<file path="src/design/ipc_pkg.sv">
package ipc_pkg;

    typedef enum logic [1:0] {
        CMD_SEND   = 2'd0,
        CMD_RECV   = 2'd1,
        CMD_NOTIFY = 2'd2,
        CMD_NONE   = 2'd3
    } t_cmd;

    typedef enum logic [2:0] {
        ST_DELIVERED = 3'd0,
        ST_BLOCKED   = 3'd1,
        ST_DEADLOCK  = 3'd2,
        ST_INT_DONE  = 3'd3,
        ST_INT_LATCH = 3'd4
    } t_status;

    localparam logic [1:0] KIND_SPECIFIC = 2'd0;
    localparam logic [1:0] KIND_ANY      = 2'd1;
    localparam logic [1:0] KIND_INT      = 2'd2;
    localparam logic [1:0] KIND_ANY_ALT  = 2'd3;

    typedef enum logic [1:0] {
        WANT_NONE = 2'd0,
        WANT_ANY  = 2'd1,
        WANT_INT  = 2'd2,
        WANT_PROC = 2'd3
    } t_want;

    typedef enum logic [3:0] {
        S_IDLE,
        S_DECODE,
        S_CHAIN,
        S_SEND_DONE,
        S_APPEND,
        S_RECV_SCAN,
        S_RECV_DONE,
        S_OUT
    } t_state;

endpackage

</file>
<file path="src/design/ipc_rendezvous_engine.sv">
// A receive that takes the head of its sender queue needs no walk; a receive from
// a specific source scans its sender queue, and a send walks the send chain and
// then the sender queue, one link per cycle through one shared walker.
// Throughput: one request at a time; the next is taken the cycle after the result is accepted.
// Reset clears all marks, queues and interrupt flags.
module ipc_rendezvous_engine import ipc_pkg::*; #(
    parameter int NUM_PROCS = 32
) (
    input  logic        i_clk,
    input  logic        i_rst_n,
    input  logic        s_axis_tvalid,
    output logic        s_axis_tready,
    input  logic [47:0] s_axis_tdata,   // cmd, caller, peer, peer_kind, buffer_ref
    output logic        m_axis_tvalid,
    input  logic        m_axis_tready,
    output logic [87:0] m_axis_tdata    // status, copy_valid, copy_from_ref,
                                        // copy_is_interrupt, copy_to_ref,
                                        // message_source, woken_valid, woken_proc
);

    localparam int PW = (NUM_PROCS > 1) ? $clog2(NUM_PROCS) : 1;
    localparam int CW = $clog2(NUM_PROCS + 1);

    logic          r_snd   [NUM_PROCS];
    logic          r_rcv   [NUM_PROCS];
    logic          r_intp  [NUM_PROCS];
    logic [PW-1:0] r_tgt   [NUM_PROCS];
    t_want         r_wkind [NUM_PROCS];
    logic [PW-1:0] r_wproc [NUM_PROCS];
    logic          r_hv    [NUM_PROCS];
    logic [PW-1:0] r_head  [NUM_PROCS];
    logic          r_lv    [NUM_PROCS];
    logic [PW-1:0] r_link  [NUM_PROCS];
    logic [31:0]   r_buf   [NUM_PROCS];

    t_state        r_state, n_state;
    logic [1:0]    r_cmd;
    logic [PW-1:0] r_c, r_peer, r_p, r_prev;
    logic [1:0]    r_kind;
    logic [31:0]   r_ibuf;
    logic [CW-1:0] r_n;
    logic          r_prev_v;
    logic [87:0]   r_out;

    function automatic logic [PW-1:0] proc_index(logic [4:0] v);
        proc_index = '0;
        for (int i = 0; i < 32; i++) begin
            if (v == 5'(i)) proc_index = PW'(i % NUM_PROCS);
        end
    endfunction

    function automatic logic [87:0] pack(t_status st, logic cv, logic [31:0] fr,
            logic ii, logic [31:0] to, logic [4:0] src, logic wv, logic [4:0] wp);
        pack = {8'b0, wp, wv, src, to, ii, fr, cv, st};
    endfunction

    logic [PW-1:0] w_c, w_peer;
    assign w_c    = proc_index(s_axis_tdata[6:2]);
    assign w_peer = proc_index(s_axis_tdata[11:7]);

    assign s_axis_tready = (r_state == S_IDLE);
    assign m_axis_tvalid = (r_state == S_OUT);
    assign m_axis_tdata  = r_out;

    logic w_any, w_busy, w_take_int, w_take_head, w_scan, w_meet;
    assign w_any       = (r_kind == KIND_ANY) || (r_kind == KIND_ANY_ALT);
    assign w_busy      = r_snd[r_c] || r_rcv[r_c];
    assign w_take_int  = r_intp[r_c] && (w_any || r_kind == KIND_INT);
    assign w_take_head = w_any && r_hv[r_c];
    assign w_scan      = (r_kind == KIND_SPECIFIC) && r_snd[r_peer] &&
                         (r_tgt[r_peer] == r_c) && r_hv[r_c];
    assign w_meet      = r_rcv[r_peer] && (r_wkind[r_peer] == WANT_ANY ||
                         (r_wkind[r_peer] == WANT_PROC && r_wproc[r_peer] == r_c));

    always_ff @(posedge i_clk) begin
        if (!i_rst_n) begin
            r_state <= S_IDLE;
        end else begin
            r_state <= n_state;
        end
    end

    always_comb begin
        n_state = r_state;
        unique case (r_state)
            S_IDLE: begin
                if (s_axis_tvalid) n_state = S_DECODE;
            end
            S_DECODE: begin
                n_state = S_OUT;
                if (r_cmd == CMD_SEND && !w_busy && r_c != r_peer) begin
                    n_state = S_CHAIN;
                end else if (r_cmd == CMD_RECV && !w_busy && !w_take_int) begin
                    if (w_take_head) begin
                        n_state = S_RECV_DONE;
                    end else if (w_scan) begin
                        n_state = S_RECV_SCAN;
                    end
                end
            end
            S_CHAIN: begin
                if (r_n == CW'(NUM_PROCS) || !r_snd[r_p]) begin
                    n_state = S_SEND_DONE;
                end else if (r_tgt[r_p] == r_c) begin
                    n_state = S_OUT;
                end
            end
            S_SEND_DONE: begin
                if (w_meet || !r_hv[r_peer]) begin
                    n_state = S_OUT;
                end else begin
                    n_state = S_APPEND;
                end
            end
            S_APPEND: begin
                if (!r_lv[r_p] || r_n == CW'(NUM_PROCS)) n_state = S_OUT;
            end
            S_RECV_SCAN: begin
                if (r_p == r_peer) begin
                    n_state = S_RECV_DONE;
                end else if (!r_lv[r_p] || r_n == CW'(NUM_PROCS)) begin
                    n_state = S_OUT;
                end
            end
            S_RECV_DONE: begin
                n_state = S_OUT;
            end
            S_OUT: begin
                if (m_axis_tready) n_state = S_IDLE;
            end
            default: n_state = S_IDLE;
        endcase
    end

    always_ff @(posedge i_clk) begin
        if (!i_rst_n) begin
            for (int i = 0; i < NUM_PROCS; i++) begin
                r_snd[i]   <= 1'b0;
                r_rcv[i]   <= 1'b0;
                r_intp[i]  <= 1'b0;
                r_tgt[i]   <= '0;
                r_wkind[i] <= WANT_NONE;
                r_wproc[i] <= '0;
                r_hv[i]    <= 1'b0;
                r_head[i]  <= '0;
                r_lv[i]    <= 1'b0;
                r_link[i]  <= '0;
            end
        end else begin
            unique case (r_state)
                S_IDLE: begin
                    if (s_axis_tvalid) begin
                        r_cmd  <= s_axis_tdata[1:0];
                        r_c    <= w_c;
                        r_peer <= w_peer;
                        r_kind <= s_axis_tdata[13:12];
                        r_ibuf <= s_axis_tdata[45:14];
                    end
                end
                S_DECODE: begin
                    if (r_cmd == CMD_NOTIFY) begin
                        if (r_rcv[r_c] && (r_wkind[r_c] == WANT_INT ||
                                           r_wkind[r_c] == WANT_ANY)) begin
                            r_intp[r_c]  <= 1'b0;
                            r_rcv[r_c]   <= 1'b0;
                            r_wkind[r_c] <= WANT_NONE;
                            r_out <= pack(ST_INT_DONE, 1'b1, '0, 1'b1, r_buf[r_c],
                                          '0, 1'b1, 5'(r_c));
                        end else begin
                            r_intp[r_c] <= 1'b1;
                            r_out <= pack(ST_INT_LATCH, 1'b0, '0, 1'b0, '0, '0, 1'b0, '0);
                        end
                    end else if (r_cmd == CMD_NONE) begin
                        r_out <= pack(ST_DELIVERED, 1'b0, '0, 1'b0, '0, '0, 1'b0, '0);
                    end else if (w_busy) begin
                        r_out <= pack(ST_BLOCKED, 1'b0, '0, 1'b0, '0, '0, 1'b0, '0);
                    end else if (r_cmd == CMD_SEND) begin
                        if (r_c == r_peer) begin
                            r_out <= pack(ST_DEADLOCK, 1'b0, '0, 1'b0, '0, '0, 1'b0, '0);
                        end else begin
                            r_p <= r_peer;
                            r_n <= '0;
                        end
                    end else begin
                        if (w_take_int) begin
                            r_intp[r_c] <= 1'b0;
                            r_out <= pack(ST_INT_DONE, 1'b1, '0, 1'b1, r_ibuf,
                                          '0, 1'b0, '0);
                        end else if (w_take_head) begin
                            r_p      <= r_head[r_c];
                            r_prev_v <= 1'b0;
                        end else if (w_scan) begin
                            r_p      <= r_head[r_c];
                            r_prev_v <= 1'b0;
                            r_n      <= '0;
                        end else begin
                            r_rcv[r_c] <= 1'b1;
                            r_buf[r_c] <= r_ibuf;
                            r_wkind[r_c] <= w_any ? WANT_ANY :
                                (r_kind == KIND_INT ? WANT_INT : WANT_PROC);
                            r_wproc[r_c] <= r_peer;
                            r_out <= pack(ST_BLOCKED, 1'b0, '0, 1'b0, '0, '0, 1'b0, '0);
                        end
                    end
                end
                S_CHAIN: begin
                    if (r_n != CW'(NUM_PROCS) && r_snd[r_p]) begin
                        if (r_tgt[r_p] == r_c) begin
                            r_out <= pack(ST_DEADLOCK, 1'b0, '0, 1'b0, '0, '0, 1'b0, '0);
                        end else begin
                            r_p <= r_tgt[r_p];
                            r_n <= r_n + 1'b1;
                        end
                    end
                end
                S_SEND_DONE: begin
                    if (w_meet) begin
                        r_rcv[r_peer]   <= 1'b0;
                        r_wkind[r_peer] <= WANT_NONE;
                        r_out <= pack(ST_DELIVERED, 1'b1, r_ibuf, 1'b0, r_buf[r_peer],
                                      5'(r_c), 1'b1, 5'(r_peer));
                    end else begin
                        r_snd[r_c] <= 1'b1;
                        r_tgt[r_c] <= r_peer;
                        r_buf[r_c] <= r_ibuf;
                        r_lv[r_c]  <= 1'b0;
                        r_out <= pack(ST_BLOCKED, 1'b0, '0, 1'b0, '0, '0, 1'b0, '0);
                        if (!r_hv[r_peer]) begin
                            r_hv[r_peer]   <= 1'b1;
                            r_head[r_peer] <= r_c;
                        end else begin
                            r_p <= r_head[r_peer];
                            r_n <= '0;
                        end
                    end
                end
                S_APPEND: begin
                    if (!r_lv[r_p] || r_n == CW'(NUM_PROCS)) begin
                        r_lv[r_p]   <= 1'b1;
                        r_link[r_p] <= r_c;
                    end else begin
                        r_p <= r_link[r_p];
                        r_n <= r_n + 1'b1;
                    end
                end
                S_RECV_SCAN: begin
                    if (r_p == r_peer) begin
                    end else if (!r_lv[r_p] || r_n == CW'(NUM_PROCS)) begin
                        r_rcv[r_c]   <= 1'b1;
                        r_buf[r_c]   <= r_ibuf;
                        r_wkind[r_c] <= WANT_PROC;
                        r_wproc[r_c] <= r_peer;
                        r_out <= pack(ST_BLOCKED, 1'b0, '0, 1'b0, '0, '0, 1'b0, '0);
                    end else begin
                        r_prev   <= r_p;
                        r_prev_v <= 1'b1;
                        r_p      <= r_link[r_p];
                        r_n      <= r_n + 1'b1;
                    end
                end
                S_RECV_DONE: begin
                    if (r_prev_v) begin
                        r_lv[r_prev]   <= r_lv[r_p];
                        r_link[r_prev] <= r_link[r_p];
                    end else begin
                        r_hv[r_c]   <= r_lv[r_p];
                        r_head[r_c] <= r_link[r_p];
                    end
                    r_lv[r_p]  <= 1'b0;
                    r_buf[r_p] <= '0;
                    r_tgt[r_p] <= '0;
                    r_snd[r_p] <= 1'b0;
                    r_out <= pack(ST_DELIVERED, 1'b1, r_buf[r_p], 1'b0, r_ibuf,
                                  5'(r_p), 1'b1, 5'(r_p));
                end
                S_OUT: begin
                end
                default: begin
                end
            endcase
        end
    end

endmodule
</file>
<file path="config.mk">
export PLATFORM = sky130hd
export DESIGN_NAME = ipc_rendezvous_engine
export DESIGN_NICKNAME = d
export VERILOG_FILES = /design/src/design/ipc_pkg.sv /design/src/design/ipc_rendezvous_engine.sv
export SDC_FILE = /design/constraint.sdc
export NUM_CORES = 2
export LEC_CHECK = 0
export ABC_CLOCK_PERIOD_IN_PS = 11480
export BUFFER_PORTS_ARGS = -buffer_cell sky130_fd_sc_hd__buf_2
export CAP_MARGIN = 20
export CORE_MARGIN = 8
export CORE_UTILIZATION = 52
export CTS_CLUSTER_DIAMETER = 120
export DETAILED_ROUTE_END_ITERATION = 10
export PLACE_DENSITY_LB_ADDON = 0.05
export SYNTH_ARGS = -nofsm -noshare
export SYNTH_HDL_FRONTEND = slang
export SYNTH_SLANG_ARGS = --single-unit
</file>
<file path="constraint.sdc">
create_clock -name i_clk -period 11.48 [get_ports i_clk]
set_input_delay 1.148 -clock i_clk [delete_from_list [all_inputs] [get_ports i_clk]]
set_output_delay 1.148 -clock i_clk [all_outputs]
set_load 0.01 [all_outputs]
</file>
==> flow_summary.toml <==
[status]
status = "finished, final reports clean"

[sta]
setup_violations = 0
rsz0062_at_grt = "false"
max_freq_ghz = 0.145
setup_tns_ns = 0
finalHoldViolCount = 0
relSlewSlack_pct = 18.3
fin_crit_sh_pct = 60.1
worst_slew_pin_slew_ns = 1.22
drv_slew = 0
finClkSkew_ns = 0.0484
period_needed_ns = 6.90

[layout]
drive_gt1_share_pct = 29.0
fill_cells = 15900
final_cell_mix = "1,871 x edfxtp_1, 1,152 x mux4_2, 665 x nor2_1"
syn2layout_area_growth_pct = 9.68
nNetsFinal = 6854
final_common_cell = "edfxtp_1"

[placement]
dp_hpwl_mm = 200
port-buffer-count = 131
gp_congestion = 0.889

[synthesis]
async_reset_ff_share_pct = 0
synth-seq-cells = 2040
yosys_warnings = 0
synth_top_area_share_pct = 52.6
syn-cell-area_sq_mm = 0.107
yosysTopAreaCell = "edfxtp_1"
ys.flop_type = "edfxtp_1"
synth_edf_count = 1871
ys_seq_area_share_pct = 55.8
synth_cell_types = 102
synth_area_per_cell_sq_um = 15.6
syn_inst = 6867
synth.top_cells.by_area = "edfxtp_1 53%, mux4_2 24%, mux2i_1 3.5%, dfxtp_1 3.2%, nor2_1 2.5%"

[floorplan]
initial_core_util_pct = 52.3
die_w_microns = 469
die_h_microns = 469
core_sq_mm = 0.204
row_count = 166
io_pins = 142
die_area_sq_mm = 0.220

[routing]
finalWirelength_mm = 353
drt_iter0_drc = 9466
wl_per_cell_microns = 36.5
route.vias.total = 68900
drtPass1Iterations = 5
routed_via_density = 7.11
drc = 0
ant_nets = 0

[power]
ir_drop_mv = 0.169
pwr-share-seq_pct = 51.0
p_total_mw = 16.1
power_density_mw_per_mm2 = 137
swShare_pct = 22.2
combPwrFrac_pct = 5.3
p_clk_share_pct = 43.7
cellLeakagePower_nw = 38.4
switching_power_mw = 3.58
intPower_mw = 12.5

[setup_path]
cp-start-kind = "flop"
critPathKind = "flop to flop"
rrSetupSlack_ns = 4.58
crit_required_ns = 11.99
critPathMaxFanout = 51
crit_path_end_kind = "flop"
arrival_ns = 7.41

[cts]
clkSinkCount = 2040
cts_tree = "yes"
cts-resized-gates = 0
cts.reportedPaths.clkPinSlew_ns = 0.06
htreeDepth = 4
insertion_delay_ns = 0.89
numCtsBuffers = 218
postCtsHoldBufs = 0
ctsRootBufferMaster = "clkbuf_16"
post-cts-setup-buffer-count = 0
clk_path_buf_depth = 3

[global_routing]
first_global_vias = 68000
antenna_found_initial = 17
use_met2_pct = 50.2
track_usage_pct = 31.3
globalRouteMet1Util_pct = 41.6
busiest_layer = "met2"
grt_first_pass_wirelength_mm = 500
use_met3_pct = 5.84
grt_overflow = 0
grt_max_degree = 169

[hold_path]
hold_class = "input pin to flop"

[flow_run]
maxCapViolations = 0
[cell type report]
cell class / instances / area (sq um) / area share [%]
diodes: 16 / 40.0 / 0.0342
clock buffers: 266 / 5790 / 4.94
clock inverters: 133 / 1260 / 1.08
inverters: 61 / 234 / 0.200
multi-input cells: 4147 / 44600 / 38.0
flip-flops and latches: 2040 / 59600 / 50.8
well taps: 2688 / 3360 / 2.87
repair buffers: 332 / 2320 / 1.98
[per-stage QoR]
| stage | util, % | hold slack [ns] | setup WS, ns | instance area [sq um] | cells |
|---|---|---|---|---|---|
| 6_report | 57.3 | 0.431 | 4.58 | 117000 | 9683 |
| 5_1_grt | 57.3 | 0.403 | 4.45 | 117000 | 9669 |
| 4_1_cts | 57.3 | 0.367 | 4.72 | 117000 | 9661 |
| 3_5_place_dp | 53.8 | 0.446 | 4.75 | 110000 | 9262 |
| 3_3_place_gp | 53.8 | 0.443 | 4.76 | 110000 | 9261 |
| 2_1_floorplan | - | 0.424 | 6.73 | 107000 | 6875 |
[worst paths after layout]
check | startpoint | endpoint | depth (start not counted)
worst max-delay path | r_c[1] | r_buf[20][22] | 13
worst min-delay path | s_axis_tdata[29] | r_ibuf[15] | 1
worst max register to register | r_c[1] | r_buf[20][22] | 13
worst min register to register | r_hv[2] | r_hv[2] | 2
[state kept, by name, summed over array words and instances, names as in the netlist, 5 cells and up, named ones only]
signal / cells
r_head: 160
m_axis_tdata: 80
r_wproc: 160
r_intp: 32
r_ibuf: 32
r_buf: 1024
r_rcv: 32
r_prev: 5
r_link: 160
r_p: 5
r_peer: 5
r_snd: 32
r_c: 5
r_n: 6
r_lv: 32
r_tgt: 160
r_hv: 32
r_wkind: 64
[worst max-delay path, cell delays in order (launching register included)]
cell      delay, ns
edfxtp_1       0.32
buf_4          0.48
buf_4          0.82
mux2i_1        0.28
o22ai_1        0.11
nor4_1         0.71
nand4_1        0.43
nor2_1         0.52
and3_1         0.31
o211ai_2       0.15
nand3_1        0.31
a21oi_2        0.33
nor2_4         0.97
buf_4          0.61
[power by group through the flow]
stage                     Combinational, mW  Clock [mW]  Sequential, mW
after floorplan                       0.585           0            8.34
after global placement                0.839           0            8.36
after detailed placement              0.844           0            8.37
after CTS                             0.845        7.12            8.21
after global routing                  0.886        7.39            8.22
final                                 0.848        7.04            8.21
[cell families after synthesis]
family          Yosys count  synth area share [%]
compound gates          807                  5.10
xor+xnor                 34                 0.279
fa+ha+maj                 2                0.0234
buf+inv                 688                  2.99
flops                  2040                  55.8
mux                    1573                  28.5
other cells               1               0.00351
simple gates           1722                  7.30
[Yosys cell counts, types with 10 or more instances]
cell type  instances
a211oi_1          15
a21o_1            10
a21oi_1           91
a22o_1            12
a22oi_1           60
a31o_2            19
a31oi_1           27
a32oi_1           29
and2_1           129
and3_1            70
buf_1             52
buf_2            209
buf_4             32
buf_6             15
clkbuf_1         310
dfxtp_1          169
edfxtp_1        1871
inv_1             60
mux2_2            31
mux2i_1          369
mux4_1            17
mux4_2          1152
nand2_1          484
nand2b_1          18
nand3_1           75
nand3b_1          10
nand4_1           11
nor2_1           703
nor2b_1           27
nor3_1            55
nor4_1            16
o2111ai_1         17
o211ai_1          36
o21ai_0          197
o21ai_1           19
o21bai_1          11
o221ai_1          13
o22ai_1          123
o2bb2ai_1         33
or2_2             57
or3_1             20
xnor2_1           21
xor2_1            13
[layer usage]
| layer | routed length [microns] | part of all wire, % | up-vias |
|---|---|---|---|
| met3 | 35100 | 9.9 | 890 |
| met5 | 7 | 0.0020 | - |
| li1 | - | - | 27700 |
| met4 | 19000 | 5.4 | 2 |
| met2 | 169000 | 48 | 4408 |
| met1 | 130000 | 37 | 35800 |
Power figures use the tool's default switching activity.
